## config.mk

```make
export PLATFORM = sky130hd
export DESIGN_NAME = date_time_string_checker_top
export DESIGN_NICKNAME = d
export VERILOG_FILES = /design/src/rtl/core/dtsc_pkg.sv /design/src/rtl/core/dtsc_front.sv /design/src/rtl/core/dtsc_queue.sv /design/src/rtl/core/dtsc_back.sv /design/src/rtl/core/date_time_string_checker_top.sv
export SDC_FILE = /design/constraint.sdc
export NUM_CORES = 1
export LEC_CHECK = 0
export ABC_AREA = 1
export BUFFER_PORTS_ARGS = -buffer_cell sky130_fd_sc_hd__buf_4
export CAP_MARGIN = 30
export CORE_UTILIZATION = 56
export DETAILED_ROUTE_END_ITERATION = 8
export GPL_TIMING_DRIVEN = 0
export HOLD_SLACK_MARGIN = 0.12
export PLACE_DENSITY = 0.77
export SYNTH_ARGS = -nofsm -noshare
export SYNTH_HDL_FRONTEND = slang
export SYNTH_SLANG_ARGS = --single-unit
```

## constraint.sdc

```tcl
create_clock -name clk -period 3.4 [get_ports clk]
set_clock_uncertainty 0.05 [all_clocks]
set_input_delay 0.34 -clock clk [delete_from_list [all_inputs] [get_ports clk]]
set_output_delay 0.34 -clock clk [all_outputs]
set_load 0.005 [all_outputs]
```

## src/rtl/core/dtsc_pkg.sv

```systemverilog
// ----------------------------------------------------------------------------
// dtsc_pkg: shared types and constants for the date-time string checker
// Item structs, error codes, position classes and decimal helpers.
// ----------------------------------------------------------------------------
package dtsc_pkg;

  localparam logic [7:0] CHAR_DOT   = 8'h2E;
  localparam logic [7:0] CHAR_COMMA = 8'h2C;
  localparam logic [7:0] CHAR_COLON = 8'h3A;
  localparam logic [7:0] CHAR_ZERO  = 8'h30;
  localparam logic [7:0] CHAR_NINE  = 8'h39;

  // string positions are 1-based; the counter saturates one past the end
  localparam logic [4:0] POS_FIRST = 5'd1;
  localparam logic [4:0] POS_MIN   = 5'd19;
  localparam logic [4:0] POS_MAX   = 5'd21;
  localparam logic [4:0] POS_SAT   = 5'd22;

  // record queue between front and back
  localparam int QDEPTH = 2;
  localparam int QAW    = 1;

  typedef enum logic [1:0] {
    ERR_NONE   = 2'd0,
    ERR_FORMAT = 2'd1,
    ERR_DATE   = 2'd2,
    ERR_TIME   = 2'd3
  } err_code_t;

  typedef enum logic [3:0] {
    PK_DOT,
    PK_COMMA,
    PK_COLON,
    PK_ANY,
    PK_DAY,
    PK_MONTH,
    PK_YEAR_HI,
    PK_YEAR_LO,
    PK_HOUR,
    PK_MINUTE,
    PK_SECOND,
    PK_BAD
  } pos_kind_t;

  typedef struct packed {
    logic [7:0] char_in;
    logic       last_char;
  } in_item_t;

  typedef struct packed {
    logic        valid_res;
    logic [1:0]  error_code;
    logic [6:0]  day_out;
    logic [6:0]  month_out;
    logic [13:0] year_out;
    logic [6:0]  hour_out;
    logic [6:0]  minute_out;
    logic [6:0]  second_out;
  } out_item_t;

  // parsed string handed from front to back
  typedef struct packed {
    logic        fmt_ok;
    logic        leap;
    logic [6:0]  day;
    logic [6:0]  month;
    logic [13:0] year;
    logic [6:0]  hour;
    logic [6:0]  minute;
    logic [6:0]  second;
  } rec_t;

  typedef struct packed {
    logic full;
    logic empty;
  } q_status_t;

  function automatic pos_kind_t pos_kind(input logic [4:0] pos);
    pos_kind_t k;
    unique case (pos)
      5'd3, 5'd6:   k = PK_DOT;
      5'd11:        k = PK_COMMA;
      5'd14, 5'd17: k = PK_COLON;
      5'd20, 5'd21: k = PK_ANY;
      5'd1, 5'd2:   k = PK_DAY;
      5'd4, 5'd5:   k = PK_MONTH;
      5'd7, 5'd8:   k = PK_YEAR_HI;
      5'd9, 5'd10:  k = PK_YEAR_LO;
      5'd12, 5'd13: k = PK_HOUR;
      5'd15, 5'd16: k = PK_MINUTE;
      5'd18, 5'd19: k = PK_SECOND;
      default:      k = PK_BAD;
    endcase
    return k;
  endfunction

  // acc * 10 + d, wrapped to the accumulator width
  function automatic logic [6:0] push_dec7(input logic [6:0] acc, input logic [3:0] d);
    logic [9:0] s;
    s = {acc, 3'b000} + {2'b00, acc, 1'b0} + {6'b0, d};
    return s[6:0];
  endfunction

  function automatic logic [13:0] push_dec14(input logic [13:0] acc, input logic [3:0] d);
    logic [16:0] s;
    s = {acc, 3'b000} + {2'b00, acc, 1'b0} + {13'b0, d};
    return s[13:0];
  endfunction

endpackage

```

## src/rtl/core/dtsc_front.sv

```systemverilog
// ----------------------------------------------------------------------------
// dtsc_front: character parser
// Checks each character against its position, accumulates the decimal
// fields and pushes one record into the queue on the final character.
// ----------------------------------------------------------------------------
module dtsc_front import dtsc_pkg::*; (
  input  logic      clk,
  input  logic      rst_n,
  input  logic      in_valid,
  output logic      in_stall,
  input  in_item_t  in_data,
  input  q_status_t q_stat,
  output logic      q_push,
  output rec_t      q_wdata
);

  logic [4:0]  pos_r, pos_nxt;
  logic        fmt_ok_r, fmt_ok_nxt;
  logic [6:0]  day_r, day_nxt;
  logic [6:0]  month_r, month_nxt;
  logic [13:0] year_r, year_nxt;
  logic [6:0]  yhi_r, yhi_nxt;   // first two year digits
  logic [6:0]  ylo_r, ylo_nxt;   // last two year digits
  logic [6:0]  hour_r, hour_nxt;
  logic [6:0]  minute_r, minute_nxt;
  logic [6:0]  second_r, second_nxt;

  logic        accept;
  logic        is_digit;
  logic [7:0]  char_off;
  logic [3:0]  digit;
  logic        len_ok;

  assign in_stall = q_stat.full;
  assign accept   = in_valid && !in_stall;
  assign q_push   = accept && in_data.last_char;

  assign is_digit = (in_data.char_in >= CHAR_ZERO) && (in_data.char_in <= CHAR_NINE);
  assign char_off = in_data.char_in - CHAR_ZERO;
  assign digit    = char_off[3:0];

  always_comb begin
    fmt_ok_nxt = fmt_ok_r;
    day_nxt    = day_r;
    month_nxt  = month_r;
    year_nxt   = year_r;
    yhi_nxt    = yhi_r;
    ylo_nxt    = ylo_r;
    hour_nxt   = hour_r;
    minute_nxt = minute_r;
    second_nxt = second_r;
    unique case (pos_kind(pos_r))
      PK_DOT:   if (in_data.char_in != CHAR_DOT) fmt_ok_nxt = 1'b0;
      PK_COMMA: if (in_data.char_in != CHAR_COMMA) fmt_ok_nxt = 1'b0;
      PK_COLON: if (in_data.char_in != CHAR_COLON) fmt_ok_nxt = 1'b0;
      PK_ANY:   ;
      PK_DAY: begin
        if (!is_digit) fmt_ok_nxt = 1'b0;
        else day_nxt = push_dec7(day_r, digit);
      end
      PK_MONTH: begin
        if (!is_digit) fmt_ok_nxt = 1'b0;
        else month_nxt = push_dec7(month_r, digit);
      end
      PK_YEAR_HI: begin
        if (!is_digit) fmt_ok_nxt = 1'b0;
        else begin
          year_nxt = push_dec14(year_r, digit);
          yhi_nxt  = push_dec7(yhi_r, digit);
        end
      end
      PK_YEAR_LO: begin
        if (!is_digit) fmt_ok_nxt = 1'b0;
        else begin
          year_nxt = push_dec14(year_r, digit);
          ylo_nxt  = push_dec7(ylo_r, digit);
        end
      end
      PK_HOUR: begin
        if (!is_digit) fmt_ok_nxt = 1'b0;
        else hour_nxt = push_dec7(hour_r, digit);
      end
      PK_MINUTE: begin
        if (!is_digit) fmt_ok_nxt = 1'b0;
        else minute_nxt = push_dec7(minute_r, digit);
      end
      PK_SECOND: begin
        if (!is_digit) fmt_ok_nxt = 1'b0;
        else second_nxt = push_dec7(second_r, digit);
      end
      PK_BAD:   fmt_ok_nxt = 1'b0;
      default:  fmt_ok_nxt = 1'b0;
    endcase
    pos_nxt = (pos_r < POS_SAT) ? pos_r + 5'd1 : pos_r;
  end

  assign len_ok = (pos_r >= POS_MIN) && (pos_r <= POS_MAX);

  // leap rule from the digit pairs: n mod 4 of a two-digit pair is its low bits
  always_comb begin
    q_wdata.fmt_ok = fmt_ok_nxt && len_ok;
    q_wdata.leap   = (ylo_nxt == 7'd0) ? (yhi_nxt[1:0] == 2'b00) : (ylo_nxt[1:0] == 2'b00);
    q_wdata.day    = day_nxt;
    q_wdata.month  = month_nxt;
    q_wdata.year   = year_nxt;
    q_wdata.hour   = hour_nxt;
    q_wdata.minute = minute_nxt;
    q_wdata.second = second_nxt;
  end

  always_ff @(posedge clk) begin
    if (!rst_n || q_push) begin
      pos_r    <= POS_FIRST;
      fmt_ok_r <= 1'b1;
      day_r    <= '0;
      month_r  <= '0;
      year_r   <= '0;
      yhi_r    <= '0;
      ylo_r    <= '0;
      hour_r   <= '0;
      minute_r <= '0;
      second_r <= '0;
    end else if (accept) begin
      pos_r    <= pos_nxt;
      fmt_ok_r <= fmt_ok_nxt;
      day_r    <= day_nxt;
      month_r  <= month_nxt;
      year_r   <= year_nxt;
      yhi_r    <= yhi_nxt;
      ylo_r    <= ylo_nxt;
      hour_r   <= hour_nxt;
      minute_r <= minute_nxt;
      second_r <= second_nxt;
    end
  end

`ifndef SYNTH
  a_pos_range: assert property (@(posedge clk) disable iff (!rst_n)
    (pos_r != 5'd0) && (pos_r <= POS_SAT))
    else $error("position counter out of range");

  a_clear_after_last: assert property (@(posedge clk) disable iff (!rst_n)
    q_push |=> (pos_r == POS_FIRST) && fmt_ok_r)
    else $error("parser not cleared after final character");
`endif

endmodule

```

## src/rtl/core/dtsc_queue.sv

```systemverilog
// ----------------------------------------------------------------------------
// dtsc_queue: record queue
// Small first-in first-out buffer of parsed records between front and back.
// ----------------------------------------------------------------------------
module dtsc_queue import dtsc_pkg::*; (
  input  logic      clk,
  input  logic      rst_n,
  input  logic      q_push,
  input  rec_t      q_wdata,
  input  logic      q_pop,
  output rec_t      q_rdata,
  output q_status_t q_stat
);

  rec_t           mem_r [QDEPTH];
  logic [QAW-1:0] wr_ptr_r;
  logic [QAW-1:0] rd_ptr_r;
  logic [QAW:0]   cnt_r, cnt_nxt;

  assign q_stat.full  = (cnt_r == (QAW+1)'(QDEPTH));
  assign q_stat.empty = (cnt_r == '0);
  assign q_rdata      = mem_r[rd_ptr_r];

  always_comb begin
    cnt_nxt = cnt_r;
    if (q_push && !q_pop) cnt_nxt = cnt_r + 1'b1;
    else if (!q_push && q_pop) cnt_nxt = cnt_r - 1'b1;
  end

  always_ff @(posedge clk) begin
    if (!rst_n) begin
      wr_ptr_r <= '0;
      rd_ptr_r <= '0;
      cnt_r    <= '0;
    end else begin
      if (q_push) wr_ptr_r <= QAW'(wr_ptr_r + 1'b1);
      if (q_pop)  rd_ptr_r <= QAW'(rd_ptr_r + 1'b1);
      cnt_r <= cnt_nxt;
    end
  end

  always_ff @(posedge clk) begin
    if (q_push) mem_r[wr_ptr_r] <= q_wdata;
  end

`ifndef SYNTH
  a_no_overflow: assert property (@(posedge clk) disable iff (!rst_n)
    !(q_push && q_stat.full && !q_pop))
    else $error("push into full queue");

  a_no_underflow: assert property (@(posedge clk) disable iff (!rst_n)
    !(q_pop && q_stat.empty))
    else $error("pop from empty queue");
`endif

endmodule

```

## src/rtl/core/dtsc_back.sv

```systemverilog
// ----------------------------------------------------------------------------
// dtsc_back: date and time validation
// Takes a parsed record, applies the calendar and clock range checks and
// holds the result in the output register until it is taken.
// ----------------------------------------------------------------------------
module dtsc_back import dtsc_pkg::*; (
  input  logic      clk,
  input  logic      rst_n,
  input  q_status_t q_stat,
  input  rec_t      q_rdata,
  output logic      q_pop,
  output logic      out_valid,
  input  logic      out_stall,
  output out_item_t out_data
);

  logic      out_valid_r;
  out_item_t out_data_r, out_data_nxt;
  logic      load;
  logic [6:0] limit;
  logic      date_ok;
  logic      time_ok;
  err_code_t err;

  assign load  = !q_stat.empty && (!out_valid_r || !out_stall);
  assign q_pop = load;

  always_comb begin
    unique case (q_rdata.month)
      7'd4, 7'd6, 7'd9, 7'd11: limit = 7'd30;
      7'd2:                    limit = q_rdata.leap ? 7'd29 : 7'd28;
      default:                 limit = 7'd31;
    endcase
  end

  assign date_ok = (q_rdata.month != 7'd0) && (q_rdata.month <= 7'd12) &&
                   (q_rdata.day != 7'd0) && (q_rdata.day <= limit);
  assign time_ok = (q_rdata.hour <= 7'd23) && (q_rdata.minute <= 7'd59) &&
                   (q_rdata.second <= 7'd59);

  always_comb begin
    priority if (!q_rdata.fmt_ok) err = ERR_FORMAT;
    else if (!date_ok)            err = ERR_DATE;
    else if (!time_ok)            err = ERR_TIME;
    else                          err = ERR_NONE;
  end

  always_comb begin
    out_data_nxt.valid_res  = (err == ERR_NONE);
    out_data_nxt.error_code = err;
    if (err == ERR_FORMAT) begin
      out_data_nxt.day_out    = '0;
      out_data_nxt.month_out  = '0;
      out_data_nxt.year_out   = '0;
      out_data_nxt.hour_out   = '0;
      out_data_nxt.minute_out = '0;
      out_data_nxt.second_out = '0;
    end else begin
      out_data_nxt.day_out    = q_rdata.day;
      out_data_nxt.month_out  = q_rdata.month;
      out_data_nxt.year_out   = q_rdata.year;
      out_data_nxt.hour_out   = q_rdata.hour;
      out_data_nxt.minute_out = q_rdata.minute;
      out_data_nxt.second_out = q_rdata.second;
    end
  end

  always_ff @(posedge clk) begin
    if (!rst_n) begin
      out_valid_r <= 1'b0;
    end else if (load) begin
      out_valid_r <= 1'b1;
    end else if (!out_stall) begin
      out_valid_r <= 1'b0;
    end
  end

  always_ff @(posedge clk) begin
    if (load) out_data_r <= out_data_nxt;
  end

  assign out_valid = out_valid_r;
  assign out_data  = out_data_r;

`ifndef SYNTH
  a_valid_matches_code: assert property (@(posedge clk) disable iff (!rst_n)
    out_valid_r |-> (out_data_r.valid_res == (out_data_r.error_code == ERR_NONE)))
    else $error("valid flag disagrees with error code");

  a_format_zero_fields: assert property (@(posedge clk) disable iff (!rst_n)
    (out_valid_r && out_data_r.error_code == ERR_FORMAT) |->
      (out_data_r.day_out == '0) && (out_data_r.month_out == '0) &&
      (out_data_r.year_out == '0) && (out_data_r.hour_out == '0) &&
      (out_data_r.minute_out == '0) && (out_data_r.second_out == '0))
    else $error("format error with non-zero fields");

  a_pop_loads_output: assert property (@(posedge clk) disable iff (!rst_n)
    q_pop |=> out_valid_r)
    else $error("popped record not presented");
`endif

endmodule

```

## src/rtl/core/date_time_string_checker_top.sv

```systemverilog
// ----------------------------------------------------------------------------
// date_time_string_checker_top: date-time command string checker
// Throughput: one character per cycle; strings may follow back to back.
// The result passes through the record queue and then the output register.
// Input stalls only when the two-entry record queue is full.
// Reset: synchronous, active low; clears parser, queue and output valid.
// ----------------------------------------------------------------------------
module date_time_string_checker_top import dtsc_pkg::*; (
  input  logic      clk,
  input  logic      rst_n,
  input  logic      in_valid,
  output logic      in_stall,
  input  in_item_t  in_data,
  output logic      out_valid,
  input  logic      out_stall,
  output out_item_t out_data
);

  q_status_t q_stat;
  logic      q_push;
  logic      q_pop;
  rec_t      q_wdata;
  rec_t      q_rdata;

  dtsc_front u_front (
    .clk      (clk),
    .rst_n    (rst_n),
    .in_valid (in_valid),
    .in_stall (in_stall),
    .in_data  (in_data),
    .q_stat   (q_stat),
    .q_push   (q_push),
    .q_wdata  (q_wdata)
  );

  dtsc_queue u_queue (
    .clk     (clk),
    .rst_n   (rst_n),
    .q_push  (q_push),
    .q_wdata (q_wdata),
    .q_pop   (q_pop),
    .q_rdata (q_rdata),
    .q_stat  (q_stat)
  );

  dtsc_back u_back (
    .clk       (clk),
    .rst_n     (rst_n),
    .q_stat    (q_stat),
    .q_rdata   (q_rdata),
    .q_pop     (q_pop),
    .out_valid (out_valid),
    .out_stall (out_stall),
    .out_data  (out_data)
  );

endmodule

```

==> metrics.txt <==
outcome completed; Crit. End Element flip-flop; Clk pin slew, worst setup/hold paths 0.06 ns; synthesized instance count 1340; I/O Pins 67; kind of critical path flip-flop to flip-flop; FP Rows 53; Layout area overhead 14.1%; register area share after synthesis 49.7%; Worst Path Arrival 3.14 ns; clk sinks 228; initial antenna violation count 0; die area 22600 um^2; nets 1544; RSZ-0062 raised after global routing no; core area 21300 um^2; GR Overflow Total 0; CTS resizes 0; final slew viol count 0; gp weighted congestion 0.897; Root Driver clkbuf_16; Finish-stage setup viols 0; die span in x 150 um; All-Layer GR Usage 24.0%; Max Clk Rate 342 MHz; CTS Buffer Depth 3; DR iter-0 viols 549; drt first pass iters 6; Num CTS Buffers 24; Final Hold Fails 0; Max FO, Critical Path 10; Final period util 85.9%; diodes inserted 0; CTS tree yes; pre-CTS WS 0.476 ns; worst hold stages 3; fillers 1651; via-per-instance ratio 5.35; # Max-Cap Violations 0; Post-Layout Cell Count 1730; Slew Limit Headroom 53.4%; # placed instances 1684; slew at the pin closest to its max-slew limit 0.697 ns; synthesized area 12300 um^2; Max H-tree Level 1; min Tclk post-route 2.92 ns; DR DRC count 0; DRT antenna net count 0; Initial Util 57.8%; final setup margin 0.478 ns; Net Count, Synth 1447; DR vias 9250; Worst Setup Start Kind flip-flop; Die Y 150 um; CP required 3.62 ns; largest net degree at the start of global routing 50; post-DR wirelength/cell 15.2 um; Worst-Skew Late Latency 0.51 ns; reg2reg path depth 14; FF+latch count, synth 228; YS warnings 0; port bufs 66; Hold Path Sink u_queue.wr_ptr_r$_SDFFE_PN0P_; Syn Area/Cell 9.18 um^2; first-pass GRT wire length 42600 um; WL final 26300 um; layout cell share with drive strength beyond 1 14.7%; Worst VDD drop 438 uV; r2r setup slk 0.48 ns; number of global-route vias before repair 8846; Hold Crit Class primary input to flip-flop; DP HPWL 19100 um; count of different cell masters after synthesis 42; leakage power 0.00685 uW; worst r2r dst u_back.out_data[50]$_DFFE_PP_; pwr/cell area 715 nW/um^2; Hold Crit Start in_data[0]
==> worst max-delay path, stage by stage, from the launching register on <==
cell     delay [ns]
dfxtp_1        0.39
buf_4          0.20
buf_4          0.22
buf_2          0.31
mux2i_1        0.46
nand2_1        0.10
nand2_1        0.07
inv_1          0.04
ha_1           0.27
a21oi_1        0.06
and3_1         0.15
nor2_1         0.12
nand3_1        0.11
nand2_1        0.07
inv_1          0.05
==> cell type report <==
class / count / area (um^2) / share of cell area [%]
multi-input cells: 834 / 5070 / 36.1
clock inverters: 14 / 138 / 0.981
inverters: 239 / 897 / 6.39
repair buffers: 71 / 576 / 4.10
well taps: 275 / 344 / 2.45
flip-flops and latches: 228 / 6110 / 43.5
plain buffers: 39 / 236 / 1.69
clock buffers: 30 / 664 / 4.73
==> cell usage after synthesis (all sizes together) <==
cell / count / area [um^2]
nand2: 292 / 1110
edfxtp: 154 / 4620
xnor2: 2 / 17.5
o21a: 8 / 60.1
dfxtp: 74 / 1480
a22oi: 1 / 7.51
xor2: 23 / 201
nand4: 7 / 43.8
clkinv: 1 / 3.75
nand3: 77 / 433
or2: 2 / 12.5
mux2: 22 / 248
nor3: 2 / 15.0
inv: 238 / 893
a21oi: 67 / 335
a21boi: 1 / 7.51
buf: 28 / 195
o211ai: 8 / 60.1
ha: 80 / 1000
clkbuf: 11 / 41.3
fa: 14 / 280
nor2: 97 / 448
o2111ai: 1 / 8.76
o2bb2ai: 1 / 8.76
and3: 1 / 6.26
o21ai: 120 / 687
mux2i: 4 / 40.0
nand3b: 4 / 30.0
==> where the power goes <==
group | internal (uW) | total [uW] | switching (uW)
clock | 1550 | 2620 | 1080
combinational | 1340 | 3380 | 2040
sequential | 3780 | 4030 | 256
total | 6660 | 10000 | 3370
==> per-stage QoR <==
stage | power [uW] | cell area (um^2) | util, % | setup TNS, ns | hold slack, ns
finish | 10000 | 14000 | 65.9 | 0 | 0.190
global route | 10700 | 14000 | 65.9 | 0 | 0.192
CTS | 10100 | 14000 | 65.9 | 0 | 0.175
detailed placement | 7450 | 13200 | 62.1 | 0 | 0.389
global placement | 7280 | 13100 | 61.7 | -122.63 | 0.386
floorplan | 6220 | 12300 | - | 0 | 0.369
==> flip-flops by register name (all words and copies together) (netlist names), 2 cells and up, named ones only <==
| signal | cells |
|---|---|
| u_back.out_data | 52 |
| u_front.minute_r | 7 |
| u_front.second_r | 7 |
| u_front.hour_r | 7 |
| u_queue.mem_r | 102 |
| u_queue.cnt_r | 2 |
| u_front.year_r | 14 |
| u_front.yhi_r | 2 |
| u_front.day_r | 7 |
| u_front.ylo_r | 7 |
| u_front.pos_r | 5 |
| u_front.month_r | 7 |
==> cell usage in the layout (no fill, tap or decap), types with 10 or more instances in the layout <==
cell / n
dfxtp_1: 74
a21oi_1: 67
xor2_1: 23
clkbuf_16: 25
o21ai_0: 47
buf_2: 12
fa_1: 14
o21ai_2: 23
ha_1: 80
nand3_1: 72
inv_1: 228
mux2_2: 22
clkbuf_1: 14
nand2_1: 288
edfxtp_1: 154
o21ai_1: 50
nor2_1: 84
buf_4: 73
inv_2: 10
==> worst max path at each step <==
stage / endpoint / slack, ns / cells past startpoint
2_1_floorplan: u_queue.mem_r[0][0]$_DFFE_PP_ / 0.14 / 4
3_3_place_gp: u_queue.mem_r[0][16]$_DFFE_PP_ / -1.21 / 4
3_5_place_dp: u_back.out_data[50]$_DFFE_PP_ / 0.48 / 14
4_1_cts: u_back.out_data[50]$_DFFE_PP_ / 0.48 / 14
5_1_grt: u_back.out_data[50]$_DFFE_PP_ / 0.27 / 14
6_report: u_back.out_data[50]$_DFFE_PP_ / 0.48 / 14
==> per-layer routing <==
layer  vias up  track usage [%]  share of wire (%)
li1       4573                -                  -
met1      4353             30.3                 43
met2       273             42.5                 49
met3        51             3.03                5.3
met4         0             7.98                2.8
met5         -                0                  0
==> cell families after synthesis <==
family,synth area share [%]
muxes,2.34
DFF,49.7
AOI/OAI and AO/OA,9.55
buffers and inverters,9.22
xor gates and xnor gates,1.78
and+or+nand+nor,17.0
adders and majority gates,10.4
==> what timing repair did <==
action | in CTS | in global routing
endpoints found under the hold margin | 5 | 0
hold buffers | 2 | 0
setup buffers | 0 | 0
Power figures use the tool's default switching activity.
